<file path="src/sv/mmtrc_pkg.sv">
package mmtrc_pkg;

   localparam int MOTORS = 3;
   localparam int IDX_W  = (MOTORS > 1) ? $clog2(MOTORS) : 1;
   localparam int CNT_W  = $clog2(MOTORS + 1) + 1;

   localparam logic [15:0] ELAPSED_MAX       = 16'hFFFF;
   localparam logic [15:0] RUN_TIMEOUT_RESET = 16'd150;
   localparam logic [1:0]  MOTOR_COUNT_RESET = 2'd1;

   localparam logic REG_RUN_TIMEOUT = 1'b0;
   localparam logic REG_MOTOR_COUNT = 1'b1;

   localparam logic [1:0] POS_STOP    = 2'd0;
   localparam logic [1:0] POS_FWD     = 2'd1;
   localparam logic [1:0] POS_BACK    = 2'd2;
   localparam logic [1:0] POS_INVALID = 2'd3;

   localparam logic KIND_DRIVE = 1'b0;
   localparam logic KIND_QUERY = 1'b1;

   typedef enum logic [1:0] {
      PH_HALT    = 2'd0,
      PH_RESTART = 2'd1,
      PH_RUN     = 2'd2
   } phase_type;

   typedef enum logic [2:0] {
      FN_PASS    = 3'd0,
      FN_SET     = 3'd1,
      FN_TOGGLE  = 3'd2,
      FN_QUERY   = 3'd3,
      FN_RESTART = 3'd4,
      FN_TICK    = 3'd5
   } func_type;

   typedef enum logic [1:0] {
      ST_IDLE,
      ST_READ,
      ST_EXEC
   } seq_state_type;

   typedef struct packed {
      phase_type   phase;
      logic [1:0]  setting;
      logic [15:0] elapsed;
   } motor_entry_type;

   typedef struct packed {
      logic            rd_en;
      logic [IDX_W-1:0] rd_idx;
      logic            wr_en;
      logic [IDX_W-1:0] wr_idx;
      motor_entry_type wr_data;
   } mem_req_type;

endpackage

</file>
<file path="src/sv/multi_motor_timed_run_controller_unit.sv">
// channel   dir   handshake                  payload
// req_      in    req_tvalid / req_tready    tuser func, tdata motor_id, position
// rsp_      out   rsp_tvalid / rsp_tready    tuser kind, tdata id/drive/target, tlast
// csr_      in    APB, pready tied high      run_timeout @0x0, motor_count @0x4
//
// One item at a time. Each motor visit is a read state and a modify/write state on the
// state store. Pass and restart visit each active motor, tick visits all MOTORS,
// set/toggle/query visit one. Items with no visit (unknown func, pass or restart with no
// active motor) are taken without leaving idle.
// A full output register stalls the visit that emits a beat. Reset is synchronous.
module multi_motor_timed_run_controller_unit
   import mmtrc_pkg::*;
(
   input  logic        clock,
   input  logic        reset,

   input  logic        req_tvalid,
   output logic        req_tready,
   input  logic [7:0]  req_tdata,   // [2:0] motor_id, [4:3] position, [7:5] zero
   input  logic [2:0]  req_tuser,   // [2:0] func

   output logic        rsp_tvalid,
   input  logic        rsp_tready,
   output logic [7:0]  rsp_tdata,   // [2:0] motor_out_id, [4:3] drive, [5] drive_valid,
                                    // [7:6] target
   output logic [0:0]  rsp_tuser,   // [0] kind
   output logic        rsp_tlast,

   input  logic        csr_psel,
   input  logic        csr_penable,
   input  logic        csr_pwrite,
   input  logic [2:0]  csr_paddr,
   input  logic [31:0] csr_pwdata,
   output logic [31:0] csr_prdata,
   output logic        csr_pready
);

   // configuration
   logic [15:0] run_timeout_ff, run_timeout_in;
   logic [1:0]  motor_count_ff, motor_count_in;
   logic        csr_wr;

   assign csr_pready = 1'b1;
   assign csr_wr     = csr_psel & csr_penable & csr_pwrite & csr_pready;

   always_comb begin
      run_timeout_in = run_timeout_ff;
      motor_count_in = motor_count_ff;
      if (csr_wr) begin
         unique case (csr_paddr[2])
            REG_RUN_TIMEOUT: run_timeout_in = csr_pwdata[15:0];
            REG_MOTOR_COUNT: motor_count_in = csr_pwdata[1:0];
            default:         run_timeout_in = run_timeout_ff;
         endcase
      end
   end

   always_comb begin
      unique case (csr_paddr[2])
         REG_RUN_TIMEOUT: csr_prdata = {16'd0, run_timeout_ff};
         REG_MOTOR_COUNT: csr_prdata = {30'd0, motor_count_ff};
         default:         csr_prdata = '0;
      endcase
   end

   always_ff @(posedge clock) begin
      if (reset) begin
         run_timeout_ff <= RUN_TIMEOUT_RESET;
         motor_count_ff <= MOTOR_COUNT_RESET;
      end else begin
         run_timeout_ff <= run_timeout_in;
         motor_count_ff <= motor_count_in;
      end
   end

   // sequencer
   seq_state_type    state_ff, state_in;
   func_type         func_ff, func_in;
   logic [2:0]       id_ff, id_in;
   logic [1:0]       pos_ff, pos_in;
   logic             hit_ff, hit_in;
   logic [IDX_W-1:0] idx_ff, idx_in;
   logic [IDX_W-1:0] last_idx_ff, last_idx_in;

   logic [CNT_W-1:0] n_active;
   logic [CNT_W-1:0] visits;
   logic             req_beat;
   logic             hit;
   logic             is_last;
   logic             exec_go;
   logic             out_busy;

   motor_entry_type  rd_entry;
   motor_entry_type  new_entry;
   mem_req_type      mem_req;
   logic             wr_need;
   logic             emit;
   logic             beat_kind;
   logic [1:0]       beat_drive;
   logic             beat_dvalid;
   logic [1:0]       beat_target;
   logic [2:0]       beat_id;
   logic             beat_last;

   assign n_active = (CNT_W'(motor_count_ff) > CNT_W'(MOTORS)) ?
                     CNT_W'(MOTORS) : CNT_W'(motor_count_ff);
   assign hit      = CNT_W'(req_tdata[2:0]) < n_active;
   assign req_beat = req_tvalid & req_tready;
   assign is_last  = idx_ff == last_idx_ff;
   assign out_busy = rsp_tvalid & ~rsp_tready;
   assign exec_go  = (state_ff == ST_EXEC) && !(emit && out_busy);

   always_comb begin
      case (func_type'(req_tuser)) inside
         FN_PASS, FN_RESTART:         visits = n_active;
         FN_TICK:                     visits = CNT_W'(MOTORS);
         FN_SET, FN_TOGGLE, FN_QUERY: visits = CNT_W'(1);
         default:                     visits = '0;
      endcase
   end

   always_comb begin
      state_in = state_ff;
      unique case (state_ff)
         ST_IDLE: if (req_beat && visits != '0) state_in = ST_READ;
         ST_READ: state_in = ST_EXEC;
         ST_EXEC: if (exec_go) state_in = is_last ? ST_IDLE : ST_READ;
         default: state_in = ST_IDLE;
      endcase
   end

   always_comb begin
      func_in     = func_ff;
      id_in       = id_ff;
      pos_in      = pos_ff;
      hit_in      = hit_ff;
      idx_in      = idx_ff;
      last_idx_in = last_idx_ff;
      if (req_beat) begin
         func_in     = func_type'(req_tuser);
         id_in       = req_tdata[2:0];
         pos_in      = req_tdata[4:3];
         hit_in      = hit;
         // single-motor items start and end on the addressed entry, or entry 0 on a miss
         case (func_type'(req_tuser)) inside
            FN_SET, FN_TOGGLE, FN_QUERY: begin
               idx_in      = hit ? req_tdata[IDX_W-1:0] : '0;
               last_idx_in = hit ? req_tdata[IDX_W-1:0] : '0;
            end
            default: begin
               idx_in      = '0;
               last_idx_in = IDX_W'(visits - CNT_W'(1));
            end
         endcase
      end else if (exec_go && !is_last) begin
         idx_in = idx_ff + IDX_W'(1);
      end
   end

   always_ff @(posedge clock) begin
      if (reset) begin
         state_ff <= ST_IDLE;
      end else begin
         state_ff <= state_in;
      end
   end

   always_ff @(posedge clock) begin
      func_ff     <= func_in;
      id_ff       <= id_in;
      pos_ff      <= pos_in;
      hit_ff      <= hit_in;
      idx_ff      <= idx_in;
      last_idx_ff <= last_idx_in;
   end

   assign req_tready = state_ff == ST_IDLE;

   // per-motor modify step on the entry read in the ST_READ state
   always_comb begin
      new_entry   = rd_entry;
      wr_need     = 1'b0;
      emit        = 1'b0;
      beat_kind   = KIND_DRIVE;
      beat_drive  = POS_STOP;
      beat_dvalid = 1'b0;
      beat_target = POS_STOP;
      beat_id     = 3'(idx_ff);
      beat_last   = is_last;
      case (func_ff)
         FN_PASS: begin
            wr_need = 1'b1;
            emit    = 1'b1;
            case (rd_entry.phase)
               PH_RESTART: begin
                  new_entry.elapsed = '0;
                  new_entry.phase   = PH_RUN;
               end
               PH_RUN: begin
                  if (rd_entry.elapsed >= run_timeout_ff || rd_entry.setting == POS_STOP) begin
                     new_entry.phase = PH_HALT;
                  end else begin
                     beat_drive  = (rd_entry.setting == POS_FWD) ? POS_FWD : POS_BACK;
                     beat_dvalid = 1'b1;
                  end
               end
               default: beat_dvalid = 1'b1;
            endcase
         end
         FN_SET: begin
            if (hit_ff && pos_ff != POS_INVALID) begin
               wr_need = 1'b1;
               if (pos_ff != rd_entry.setting) new_entry.phase = PH_RESTART;
               new_entry.setting = pos_ff;
            end
         end
         FN_TOGGLE: begin
            if (hit_ff) begin
               wr_need           = 1'b1;
               new_entry.setting = (rd_entry.setting == POS_BACK) ? POS_FWD : POS_BACK;
               new_entry.phase   = PH_RESTART;
            end
         end
         FN_QUERY: begin
            emit        = 1'b1;
            beat_kind   = KIND_QUERY;
            beat_id     = id_ff;
            beat_target = hit_ff ? rd_entry.setting : POS_INVALID;
            beat_last   = 1'b1;
         end
         FN_RESTART: begin
            wr_need         = 1'b1;
            new_entry.phase = PH_RESTART;
         end
         FN_TICK: begin
            wr_need = 1'b1;
            if (rd_entry.elapsed != ELAPSED_MAX) new_entry.elapsed = rd_entry.elapsed + 16'd1;
         end
         default: wr_need = 1'b0;
      endcase
   end

   always_comb begin
      mem_req.rd_en   = state_ff == ST_READ;
      mem_req.rd_idx  = idx_ff;
      mem_req.wr_en   = exec_go && wr_need;
      mem_req.wr_idx  = idx_ff;
      mem_req.wr_data = new_entry;
   end

   mmtrc_state_mem u_state_mem (
      .clock   (clock),
      .reset   (reset),
      .req     (mem_req),
      .rd_data (rd_entry)
   );

   // output register
   logic       rsp_valid_ff, rsp_valid_in;
   logic [7:0] rsp_data_ff;
   logic       rsp_kind_ff;
   logic       rsp_last_ff;
   logic       rsp_load;

   assign rsp_load = exec_go && emit;

   always_comb begin
      rsp_valid_in = rsp_valid_ff;
      if (rsp_load) begin
         rsp_valid_in = 1'b1;
      end else if (rsp_tready) begin
         rsp_valid_in = 1'b0;
      end
   end

   always_ff @(posedge clock) begin
      if (reset) begin
         rsp_valid_ff <= 1'b0;
      end else begin
         rsp_valid_ff <= rsp_valid_in;
      end
   end

   always_ff @(posedge clock) begin
      if (rsp_load) begin
         rsp_data_ff <= {beat_target, beat_dvalid, beat_drive, beat_id};
         rsp_kind_ff <= beat_kind;
         rsp_last_ff <= beat_last;
      end
   end

   assign rsp_tvalid   = rsp_valid_ff;
   assign rsp_tdata    = rsp_data_ff;
   assign rsp_tuser[0] = rsp_kind_ff;
   assign rsp_tlast    = rsp_last_ff;

endmodule

</file>
<file path="src/sv/mmtrc_state_mem.sv">
module mmtrc_state_mem
   import mmtrc_pkg::*;
(
   input  logic            clock,
   input  logic            reset,
   input  mem_req_type     req,
   output motor_entry_type rd_data
);

   motor_entry_type store_ff [MOTORS];
   logic [MOTORS-1:0] valid_ff;
   logic [MOTORS-1:0] valid_in;
   motor_entry_type   rd_data_ff;
   logic              rd_valid_ff;

   // entries not written since reset read as the reset state (halt, stop, zero)
   always_comb begin
      valid_in = valid_ff;
      if (req.wr_en) begin
         valid_in[req.wr_idx] = 1'b1;
      end
   end

   always_ff @(posedge clock) begin
      if (reset) begin
         valid_ff <= '0;
      end else begin
         valid_ff <= valid_in;
      end
   end

   always_ff @(posedge clock) begin
      if (req.wr_en) begin
         store_ff[req.wr_idx] <= req.wr_data;
      end
   end

   always_ff @(posedge clock) begin
      if (req.rd_en) begin
         rd_data_ff  <= store_ff[req.rd_idx];
         rd_valid_ff <= valid_ff[req.rd_idx];
      end
   end

   assign rd_data = rd_valid_ff ? rd_data_ff : '0;

endmodule

</file>
<file path="config.mk">
export PLATFORM = sky130hd
export DESIGN_NAME = multi_motor_timed_run_controller_unit
export DESIGN_NICKNAME = d
export VERILOG_FILES = /design/src/sv/mmtrc_pkg.sv /design/src/sv/multi_motor_timed_run_controller_unit.sv /design/src/sv/mmtrc_state_mem.sv
export SDC_FILE = /design/constraint.sdc
export NUM_CORES = 1
export LEC_CHECK = 0
export BUFFER_PORTS_ARGS = -buffer_cell sky130_fd_sc_hd__buf_2
export CAP_MARGIN = 40
export CORE_UTILIZATION = 50
export DETAILED_ROUTE_END_ITERATION = 12
export PLACE_DENSITY = 0.74
export SLEW_MARGIN = 25
export SYNTH_ARGS = -nofsm -noshare
export SYNTH_HDL_FRONTEND = slang
export SYNTH_HIERARCHICAL = 1
export SYNTH_SLANG_ARGS = --single-unit
</file>
<file path="constraint.sdc">
create_clock -name clock -period 3.3 [get_ports clock]
set_input_delay 0.165 -clock clock [delete_from_list [all_inputs] [get_ports clock]]
set_output_delay 0.165 -clock clock [all_outputs]
set_load 0.01 [all_outputs]
</file>
; ---- Word-level counts from Yosys, hierarchy flattened
; Memory sizes are Yosys's and may differ from the RTL's. A register that Yosys moved wholly into a read port is not among the register bits.
; Index checks and enable logic that the tools add are counted.
[totals]
ff_bits = 48
mem_bits_rw = 60
input_bits = 53
output_inout_bits = 45
word_cells = 126
n_memories = 1
[mem_list]
columns = name, depth, word_bits, read_ports, rd_ports_with_merged_regs, wr, line
row1 = u_state_mem.store_ff, 3, 20, 1, 1, 1, mmtrc_state_mem.sv:10  ; motor_entry_type store_ff [MOTORS];
[classes]
n_addsub = 3
magnitude_cmp = 4
eq_ne = 22
n_mux = 43
bitwise = 9
reduce_logical = 26
[op_table]
columns = cell, n
row1 = $pmux W32 S2, 1
row2 = $mux W16, 2
row3 = $pmux W16 S2, 1
row4 = $mux W2, 15
row5 = $mux W20, 1
row6 = $add A16 B1 Y16 const B, 1
row7 = $ge A16 B16 Y1, 1
row8 = $ne A16 B16 Y1 const B, 1
row9 = $mux W1, 13
row10 = $eq A3 B2 Y1 const B, 4
row11 = $eq A3 B3 Y1 const B, 4
row12 = $reduce_or A3 Y1, 3
row13 = $logic_and A1 B1 Y1, 8
row14 = $mux W4, 2
row15 = $pmux W2 S2, 2
row16 = $pmux W2 S4, 1
row17 = $eq A2 B1 Y1 const B, 3
row18 = $eq A2 B2 Y1 const B, 3
row19 = $eq A3 B1 Y1 const B, 2
row20 = $logic_not A3 Y1, 2
row21 = $pmux W2 S3, 1
row22 = $reduce_and A2 Y1, 3
row23 = $and A1 B1 Y1, 4
row24 = $logic_not A2 Y1, 2
row25 = other kinds (20), 27

; ---- Longest topological paths before layout
; Gate-level depths: netlist (run 1).
[depth]
depth_word = 9
ltp_mapped = 9
depth_no_buf = 8

; ---- Modules after synthesis
; Netlist (run 1), hierarchy kept.
[modules_own_cells]
columns = module, instances, cells_per_inst, area_per_inst_um2, seq_area_each_um2
row1 = multi_motor_timed_run_controller_unit, 1, 397, 3215.6, 1111.1
row2 = mmtrc_state_mem, 1, 185, 3153.0, 2492.4

; ---- Worst setup path before layout (run 1)
; OpenSTA, ideal clock, no wires.
[synth_timing]
path_type = flip-flop to flip-flop
startpoint = register func_ff[0]
endpoint = memory u_state_mem/store_ff[0][0] in the netlist's numbering, enable pin
setup_ns = 0.429
t_arrival_ns = 2.712
t_required_ns = 2.871
slack_ns = 0.159
stages_incl_launch_ff = 7
n_path_buf = 1
period_less_slack_ns = 3.141
path_cell_list = edfxtp_1 -> buf_2 -> xor2_1 -> or3_1 -> nand2_1 -> nor2_1 -> nor3b_1
[synth_rtl]
columns = item, line
row1 = "start, declared", multi_motor_timed_run_controller_unit.sv:78  ; func_type func_ff, func_in;
row2 = "start signal, assigned", multi_motor_timed_run_controller_unit.sv:169  ; func_ff <= func_in;
row3 = "end, declared", mmtrc_state_mem.sv:10

==> out/results.env, run 1 <==
DETAILED_PLACE_HPWL_MM=9.669
GRT.TOTAL_USAGE_PCT=23.42
WORSTHOLDPATHCELLS=3
CRITPATHMAXSTAGEDELAY_NS=0.69
POST_SYNTH_XOR_AREA_FRACTION_PCT=0.5501
NUM_IO_PINS=98
FINAL_LAYOUT_SIZE_SUFFIX_GT1_SHARE_PCT=16.64
SYNTH_AREA_LEADER_CELL='sky130_fd_sc_hd__edfxtp_1'
POST_SYNTH_MAIN_AREA_CONTRIBUTORS='sky130_fd_sc_hd__edfxtp_1, sky130_fd_sc_hd__dfxtp_1, sky130_fd_sc_hd__ha_1, sky130_fd_sc_hd__nand2_1, sky130_fd_sc_hd__mux2i_1'
OVERALL_VIA_COUNT_FROM_DETAIL_ROUTE=4714
OUTCOME='completed'
IR_DROP_mV=0.4197
WL_PER_CELL_UM=16.92
SYNTH_COMPOUND_GATE_AREA_SHARE_PCT=12.83
CTS.SINK_COUNT=128
DETAIL_ROUTE.ITER0.VIOLATIONS=397
MUXSHAREOFSYNTHAREA_PCT=4.126
TIMING.FINAL.CRIT_PERIOD_NS=2.882
FINALSETUPVIOLCOUNT=0
FP-ROW-COUNT=40
FIN_NETS=741
DIE_WIDTH_UM=114.9
GRT_MAX_DEGREE=28
DETAIL_ROUTE.VIAS_PER_CELL=5.566
DRV_CAP=0
GLOBALROUTEOVERFLOWTOTAL=0
TNS_NS=0
GRT_PASS1_WL_MM=22.89
FINAL.FILL_COUNT=953
CELL_WITH_THE_MOST_INSTANCES_AFTER_SYNTHESIS='sky130_fd_sc_hd__edfxtp_1'
STARTPOINT_TYPE='flip-flop'
FINAL-MAX-SLEW-VIOLATION-COUNT=0
SYNTH_ENABLE_FLOP_CELLS=104
CRITICAL_PATH.ENDPOINT_TYPE='flip-flop'
CRITPATHSLOWESTCELL='sky130_fd_sc_hd__edfxtp_1'
CTS_HOLD_BUFFERS=24
DP.CELLS=791
YOSYS_WARN_COUNT=6
YOSYS.CELL_TYPES.COUNT=64
GRT_PASS1_VIAS=4540
POWER_DENSITY_nW_PER_UM2=541.4
POST-ROUTE-DRC-COUNT=0
CTS.REPAIR_TIMING.SETUP_BUFFER_COUNT=0
AREA_DELTA_SYNTH_FINAL_PCT=19.23
P_LEAK_nW=2.955
NETLIST_INSTANCES=582
SYNTH_AREA_PER_CELL_UM2=10.94
CTS_ROOT_BUF='sky130_fd_sc_hd__clkbuf_16'
WIRELENGTH_MM=14.34
SYNTH-SIMPLE-AREA-SHARE_PCT=15.48
TIMING.FINAL.HOLD_VIOLATIONS=0
WORSTSKEWPAIRLATENCY_NS=0.42
SYNTH.TOP_CELLS.BY_COUNT='sky130_fd_sc_hd__edfxtp_1, sky130_fd_sc_hd__nand2_1, sky130_fd_sc_hd__nor2_1'
CRITICAL_PATH.CELL_CHAIN='and2_1, ha_1, or3b_1, a21o_1, or4_1, nand3_1, o21ai_1'
CP_DATA_REQUIRED_TIME_NS=3.43
CRITICAL_PATH_PEAK_FANOUT=20
YOSYS.AREA_SHARE.ADDER_PCT=4.322
CTS_MAX_LEVEL=4
I_O_BUFFERS=59
P_TOTAL_mW=4.111
CTS_INSERTED_BUFFERS=17
DIE-AREA_UM2=13190
SYNTH_REGISTER_BITS=128
SYNTH_TOP_AREA_SHARE_PCT=49.04
FIN_WORST_SKEW_NS=0.007356
POSTSYNTH.ASYNCRESETSHARE_PCT=0
CORE-AREA_UM2=12210
GRT_SETUP_UNREPAIRED='no'
MIN_PATH_TYPE='input pin to flip-flop'
MAIN_COMBINATIONAL_CELL_FAMILY_BY_AREA_AFTER_SYNTHESIS='simple AND/OR/NAND/NOR gates'
ROUTABILITY_CONGESTION_ESTIMATE_FROM_GLOBAL_PLACEMENT=0.9162
INITIAL_CORE_UTIL_PCT=52.15
TIGHTESTPINTRANSITION_NS=0.7537
WORST-SETUP-PATH-TYPE='flip-flop to flip-flop'
ANTENNADIODECOUNT=0
MAXIMUM_CLOCK_PATH_BUFFER_COUNT=2
SYN_AREA_UM2=6369
INSTANCES_NO_FILL=847
TIMING.MAX_SLEW.REL_SLACK_PCT=49.70
DRTANTENNAVIOLNETS=0
DIE_HEIGHT_UM=114.9
LAYOUT_WORST_PATH_CYCLE_SHARE_PCT=87.32
SHARE_OF_SYNTHESIZED_AREA_OCCUPIED_BY_FLIP_FLOPS_AND_LATCHES_PCT=56.58
TRITONCTS='yes'
R2R.WORST_PATH.CELLS=7
FMAX_MHz=347.0
POST_CTS_RESIZED=0
DRT_PASS1_ITERATIONS=5
SYNTH_TOP_FLOP_CELL='sky130_fd_sc_hd__edfxtp_1'
ANTENNA_FOUND_INITIAL=0
PATH_CLK_SLEW_NS=0.06
CRITICAL_PATH_ARRIVAL_NS=3.01
[path summary, 6_finish.rpt]
kind,startpoint,to,slack [ns]
hold / removal,rsp_tready,rsp_tvalid$_SDFFE_PP0P_,0.08
setup / recovery,u_state_mem/rd_valid_ff$_DFFE_PP_,u_state_mem/store_ff[2][15]$_DFFE_PP_,0.42
setup reg to reg,u_state_mem/rd_valid_ff$_DFFE_PP_,u_state_mem/store_ff[2][15]$_DFFE_PP_,0.42
hold reg to reg,u_state_mem/valid_ff[2]$_SDFFE_PP0P_,u_state_mem/valid_ff[2]$_SDFFE_PP0P_,0.45
[layer usage]
| metal | global-route usage [%] | up-vias | part of all wire (%) |
|---|---|---|---|
| met2 | 37.23 | 181 | 48 |
| met3 | 6.062 | 39 | 5.6 |
| li1 | - | 2258 | - |
| met4 | 10.30 | 0 | 2.8 |
| met1 | 30.36 | 2236 | 44 |
| met5 | 0 | - | 0 |
[worst max-delay path: cells and delay by family (launching register included)]
| family | cells | cell delay, ns |
|---|---|---|
| AO/OA/AOI/OAI | 2 | 0.35 |
| adder cells (fa/ha/maj) | 1 | 0.21 |
| AND/OR/NAND/NOR | 4 | 1.34 |
| flip-flops | 1 | 0.69 |
[sequential cells by signal, summed over array words and instances, names as in the netlist]
register                 flops
motor_count_ff               2
id_ff                        3
u_state_mem/valid_ff         3
rsp_tlast                    1
state_ff                     2
u_state_mem/rd_valid_ff      1
pos_ff                       2
rsp_tuser                    1
u_state_mem/store_ff        60
run_timeout_ff              16
func_ff                      3
idx_ff                       2
hit_ff                       1
rsp_tvalid                   1
rsp_tdata                    8
u_state_mem/rd_data_ff      20
last_idx_ff                  2
[cells in the final DEF (no fill, tap or decap), types with 3 or more instances in the layout]
master	instances
sky130_fd_sc_hd__ha_1	22
sky130_fd_sc_hd__clkinv_2	3
sky130_fd_sc_hd__dlygate4sd3_1	24
sky130_fd_sc_hd__or2_1	3
sky130_fd_sc_hd__nor2_1	46
sky130_fd_sc_hd__nor4_1	3
sky130_fd_sc_hd__nand2b_1	7
sky130_fd_sc_hd__nor2b_1	5
sky130_fd_sc_hd__buf_2	59
sky130_fd_sc_hd__nor3_1	6
sky130_fd_sc_hd__mux2i_1	24
sky130_fd_sc_hd__o21ai_0	5
sky130_fd_sc_hd__a21oi_1	38
sky130_fd_sc_hd__and2_1	23
sky130_fd_sc_hd__a211o_1	6
sky130_fd_sc_hd__dfxtp_1	24
sky130_fd_sc_hd__clkbuf_8	3
sky130_fd_sc_hd__a21o_1	6
sky130_fd_sc_hd__o31ai_1	5
sky130_fd_sc_hd__o211ai_1	6
sky130_fd_sc_hd__and4_1	3
sky130_fd_sc_hd__a211oi_1	3
sky130_fd_sc_hd__or3_1	3
sky130_fd_sc_hd__o21ai_1	27
sky130_fd_sc_hd__buf_4	9
sky130_fd_sc_hd__nand2_1	73
sky130_fd_sc_hd__a31oi_1	5
sky130_fd_sc_hd__clkinv_4	3
sky130_fd_sc_hd__clkbuf_16	20
sky130_fd_sc_hd__conb_1	17
sky130_fd_sc_hd__edfxtp_1	104
sky130_fd_sc_hd__nand3_1	12
sky130_fd_sc_hd__nand4_1	6
sky130_fd_sc_hd__a41o_1	3
sky130_fd_sc_hd__inv_1	26
[power by group]
part           switching, mW  leakage (nW)  internal (mW)
logic                  0.255          1.50          0.162
clock network          0.681         0.306           1.16
registers             0.0382          1.15           1.82
[cells by family after synthesis]
| group | count (synthesis) |
|---|---|
| XOR/XNOR | 4 |
| other | 2 |
| AO/OA/AOI/OAI | 125 |
| adder cells (fa/ha/maj) | 22 |
| buffers and inverters | 71 |
| AND/OR/NAND/NOR | 204 |
| flip-flops | 128 |
| multiplexers | 26 |
[stage by stage]
stage	util (%)	cell area [um^2]	hold slack, ns	setup slack (ns)
2_1_floorplan	-	6425	0.2341	0.1585
3_3_place_gp	55.10	6729	0.3566	0.5016
3_5_place_dp	55.25	6746	0.3518	0.4753
4_1_cts	62.18	7594	0.05413	0.4458
5_1_grt	62.18	7594	0.06365	0.1986
6_report	62.18	7594	0.07903	0.4184
[layout make-up]
class / count / area, um^2 / area share (%)
clock buffer: 23 / 541.8 / 7.135
clock inverter: 9 / 65.06 / 0.8568
inverter: 28 / 105.1 / 1.384
multi-input combinational: 398 / 2450 / 32.26
sequential: 128 / 3603 / 47.45
tap: 168 / 210.2 / 2.768
timing repair buffer: 93 / 618.1 / 8.140
Note: power is estimated with default switching activity, not from simulation.
==> inputs of run 2 (changes only) <==
CTS_BUF_LIST = sky130_fd_sc_hd__clkbuf_16   (was not set)
PLACE_DENSITY = 0.71   (was 0.74)
==> run 2 against run 1 <==
  * Core utilization decreased by 0.25 points
  * Sequential share of layout area grew 0.19 points
  * Via count barely moved
  * Clock-buffer cell count down 6
  * Fmax down 3.0%
  * Power increased by 2.1%
  * Register-to-register slack got worse by 0.09 ns
  * Non-clock buffer count decreased by 4
==> out/results.env, run 2 (synthesis gave the netlist of run 1 again) <==
DRV_CAP=0  # unchanged
MOST_COMMON_CELL_AFTER_LAYOUT_FILL_AND_TAPS_ASIDE='sky130_fd_sc_hd__edfxtp_1'
CTS_MAX_LEVEL=4  # unchanged
TRITONCTS='yes'
GRT_SETUP_UNREPAIRED='no'
POST_CTS_RESIZED=0  # unchanged
CP_DATA_REQUIRED_TIME_NS=3.42  # about the same
GRT_MAX_DEGREE=44  # +57%
PROPORTION_OF_TOTAL_POWER_DUE_TO_NET_SWITCHING_PCT=23.11  # -0.59 points
OUTCOME='completed'
FIN_WORST_SKEW_NS=0.008573  # +0.001217 ns
CTS_INSERTED_BUFFERS=17  # unchanged
INSTANCES_NO_FILL=843  # -0.47%
DETAIL_ROUTE.VIAS_PER_CELL=5.588  # +0.41%
FINAL_CELL_AREA_UM2=7564  # -0.40%
TNS_NS=0  # unchanged
FF_LATCH_AREA_UM2=3603  # unchanged
GRT.TOTAL_USAGE_PCT=24.04  # +0.62 points
CRITICAL_PATH_ARRIVAL_NS=3.09  # +0.08 ns
CTS.REPAIR_TIMING.SETUP_BUFFER_COUNT=0  # unchanged
P_LEAK_nW=2.920  # -1.2%
CRITICAL_PATH.CELL_CHAIN='and2_1, ha_1, or3b_1, a21o_1, or4_1, nand3_1, o21ai_1'
TIMING.MAX_SLEW.REL_SLACK_PCT=55.67  # +6.0 points
MIN_PATH_TYPE='input pin to flip-flop'
STARTPOINT_TYPE='flip-flop'
WL_PER_CELL_UM=17.21  # +1.7%
INITIAL_CORE_UTIL_PCT=52.15  # unchanged
INTERNAL_POWER_mW=3.228  # +2.9%
GRT_PASS1_VIAS=4607  # +1.5%
NUM_IO_PINS=98  # unchanged
DRT_PASS1_ITERATIONS=6  # +1
CRITPATHSLOWESTCELL='sky130_fd_sc_hd__edfxtp_1'
ROUTABILITY_CONGESTION_ESTIMATE_FROM_GLOBAL_PLACEMENT=0.8795  # -4.0%
WORST-SETUP-PATH-TYPE='flip-flop to flip-flop'
DRTANTENNAVIOLNETS=0  # unchanged
ANTENNA_FOUND_INITIAL=0  # unchanged
CRITICAL_PATH.ENDPOINT_TYPE='flip-flop'
POWER.COMBINATIONAL.FRACTION_PCT=9.6  # -0.5 points
LAYOUT_WORST_PATH_CYCLE_SHARE_PCT=90.04  # +2.7 points
FINAL_LAYOUT_SIZE_SUFFIX_GT1_SHARE_PCT=16.00  # -0.64 points
PLACEDINSTANCEAREA_UM2=6714  # -0.48%
MULTI_INPUT_COMB_AREA_UM2=2447  # -0.10%
POWER_FRAC_SEQ_PCT=44.3  # -0.8 points
FP-ROW-COUNT=40  # unchanged
ANTENNADIODECOUNT=0  # unchanged
DIE_HEIGHT_UM=114.9  # unchanged
GLOBALROUTEOVERFLOWTOTAL=0  # unchanged
DETAIL_ROUTE.ITER0.VIOLATIONS=388  # -2.3%
POST-ROUTE-DRC-COUNT=0  # unchanged
IR_DROP_mV=0.4610  # +9.8%
CRITPATHBUFINV=0  # unchanged
MAXIMUM_CLOCK_PATH_BUFFER_COUNT=2  # unchanged
SWITCHINGPOWER_mW=0.9698  # -0.46%
DP.CELLS=788  # -0.38%
FIN_NETS=737  # -0.54%
TIMING.CRITICAL_PATH.MAX_DELAY_FAMILY='simple AND/OR/NAND/NOR gates'
FINAL-MAX-SLEW-VIOLATION-COUNT=0  # unchanged
PATH_CLK_SLEW_NS=0.06  # about the same
LARGESTREGISTERS='u_state_mem/store_ff (60), u_state_mem/rd_data_ff (20), run_timeout_ff (16)'
GRT_PASS1_WL_MM=23.63  # +3.2%
DIE-AREA_UM2=13190  # unchanged
MOST-COMMON-LAYOUT-CELLS='sky130_fd_sc_hd__edfxtp_1, sky130_fd_sc_hd__nand2_1, sky130_fd_sc_hd__buf_2, sky130_fd_sc_hd__nor2_1, sky130_fd_sc_hd__a21oi_1'
WIRELENGTH_MM=14.51  # +1.2%
CRITICAL_PATH_PEAK_FANOUT=20  # unchanged
CORE-AREA_UM2=12210  # unchanged
FMAX_MHz=336.5  # -3.0%
DETAILED_PLACE_HPWL_MM=9.764  # +0.98%
OVERALL_VIA_COUNT_FROM_DETAIL_ROUTE=4711  # -0.064%
CRITPATHMAXSTAGEDELAY_NS=0.73  # +0.04 ns
CLOCK_POWER_SHARE_PCT=46.1  # +1.3 points
FINAL.FILL_COUNT=977  # +2.5%
CTS_ROOT_BUF='sky130_fd_sc_hd__clkbuf_16'
CTS.SINK_COUNT=128  # unchanged
AREA_DELTA_SYNTH_FINAL_PCT=18.76
TIMING.FINAL.HOLD_VIOLATIONS=0  # unchanged
TOP_REGISTER='u_state_mem/store_ff'
TIGHTESTPINTRANSITION_NS=0.6650  # -0.08868 ns
P_TOTAL_mW=4.197  # +2.1%
WORSTSKEWPAIRLATENCY_NS=0.42  # about the same
DIE_WIDTH_UM=114.9  # unchanged
I_O_BUFFERS=59  # unchanged
LARGEST_REG_FLOPS=60  # unchanged
POWER_DENSITY_nW_PER_UM2=554.9  # +2.5%
TIMING.FINAL.CRIT_PERIOD_NS=2.971  # +0.08984 ns
FINALSETUPVIOLCOUNT=0  # unchanged
[run 2: power groups by stage]
stage,registers [mW],clock network (mW),logic [mW]
floorplan,1.87,0,0.313
global placement,1.89,0,0.362
detailed placement,1.89,0,0.377
CTS,1.86,1.97,0.401
global route,1.86,2.03,0.447
finish,1.86,1.94,0.403
[run 2: repair_timing]
action / 4_1_cts / 5_1_grt
hold buffers: 23 / 0
endpoints found under the setup margin: 0 / 0
endpoints found under the hold margin: 24 / 0
[run 2: through the flow]
stage	hold WS (ns)	utilization (%)	worst slack, ns
after CTS	0.01120	61.94	0.3221
final	0.04332	61.94	0.3286
after global placement	0.3508	54.98	0.3906
after floorplan	0.2341	-	0.1585
after detailed placement	0.3490	54.98	0.3559
after global routing	0.03705	61.94	0.1480
[run 2: layer usage]
metal	wire (um)	part of all wire [%]	vias to the layer above	global-route usage, %
li1	-	-	2241	-
met2	7079	49	171	39.92
met1	6328	44	2267	30.88
met5	0	0	-	0
met3	818	5.6	32	5.535
met4	285	2.0	0	8.745
[run 2: worst paths after layout]
path	start	endpoint	slack (ns)	cells after the start
worst max register to register	u_state_mem/rd_valid_ff$_DFFE_PP_	u_state_mem/store_ff[2][15]$_DFFE_PP_	0.33	7
worst min-delay path	csr_pwdata[8]	run_timeout_ff[8]$_SDFFE_PP0P_	0.04	3
worst max-delay path	u_state_mem/rd_valid_ff$_DFFE_PP_	u_state_mem/store_ff[2][15]$_DFFE_PP_	0.33	7
worst min register to register	run_timeout_ff[3]$_SDFFE_PP0P_	run_timeout_ff[3]$_SDFFE_PP0P_	0.46	2
[run 2: area by class of cell]
type	count	area share [%]
flip-flops and latches	128	47.64
repair buffers	89	7.643
clock buffers	17	5.624
inverters	28	1.390
well taps	168	2.779
clock inverters	15	2.564
multi-input cells	398	32.36
[run 2: worst register-to-register path: stages (launching register included)]
cell and delay (ns):
sky130_fd_sc_hd__edfxtp_1 0.73, sky130_fd_sc_hd__and2_1 0.32, sky130_fd_sc_hd__ha_1 0.20, sky130_fd_sc_hd__or3b_1 0.40, sky130_fd_sc_hd__a21o_1 0.29, sky130_fd_sc_hd__or4_1 0.55, sky130_fd_sc_hd__nand3_1 0.09, sky130_fd_sc_hd__o21ai_1 0.10
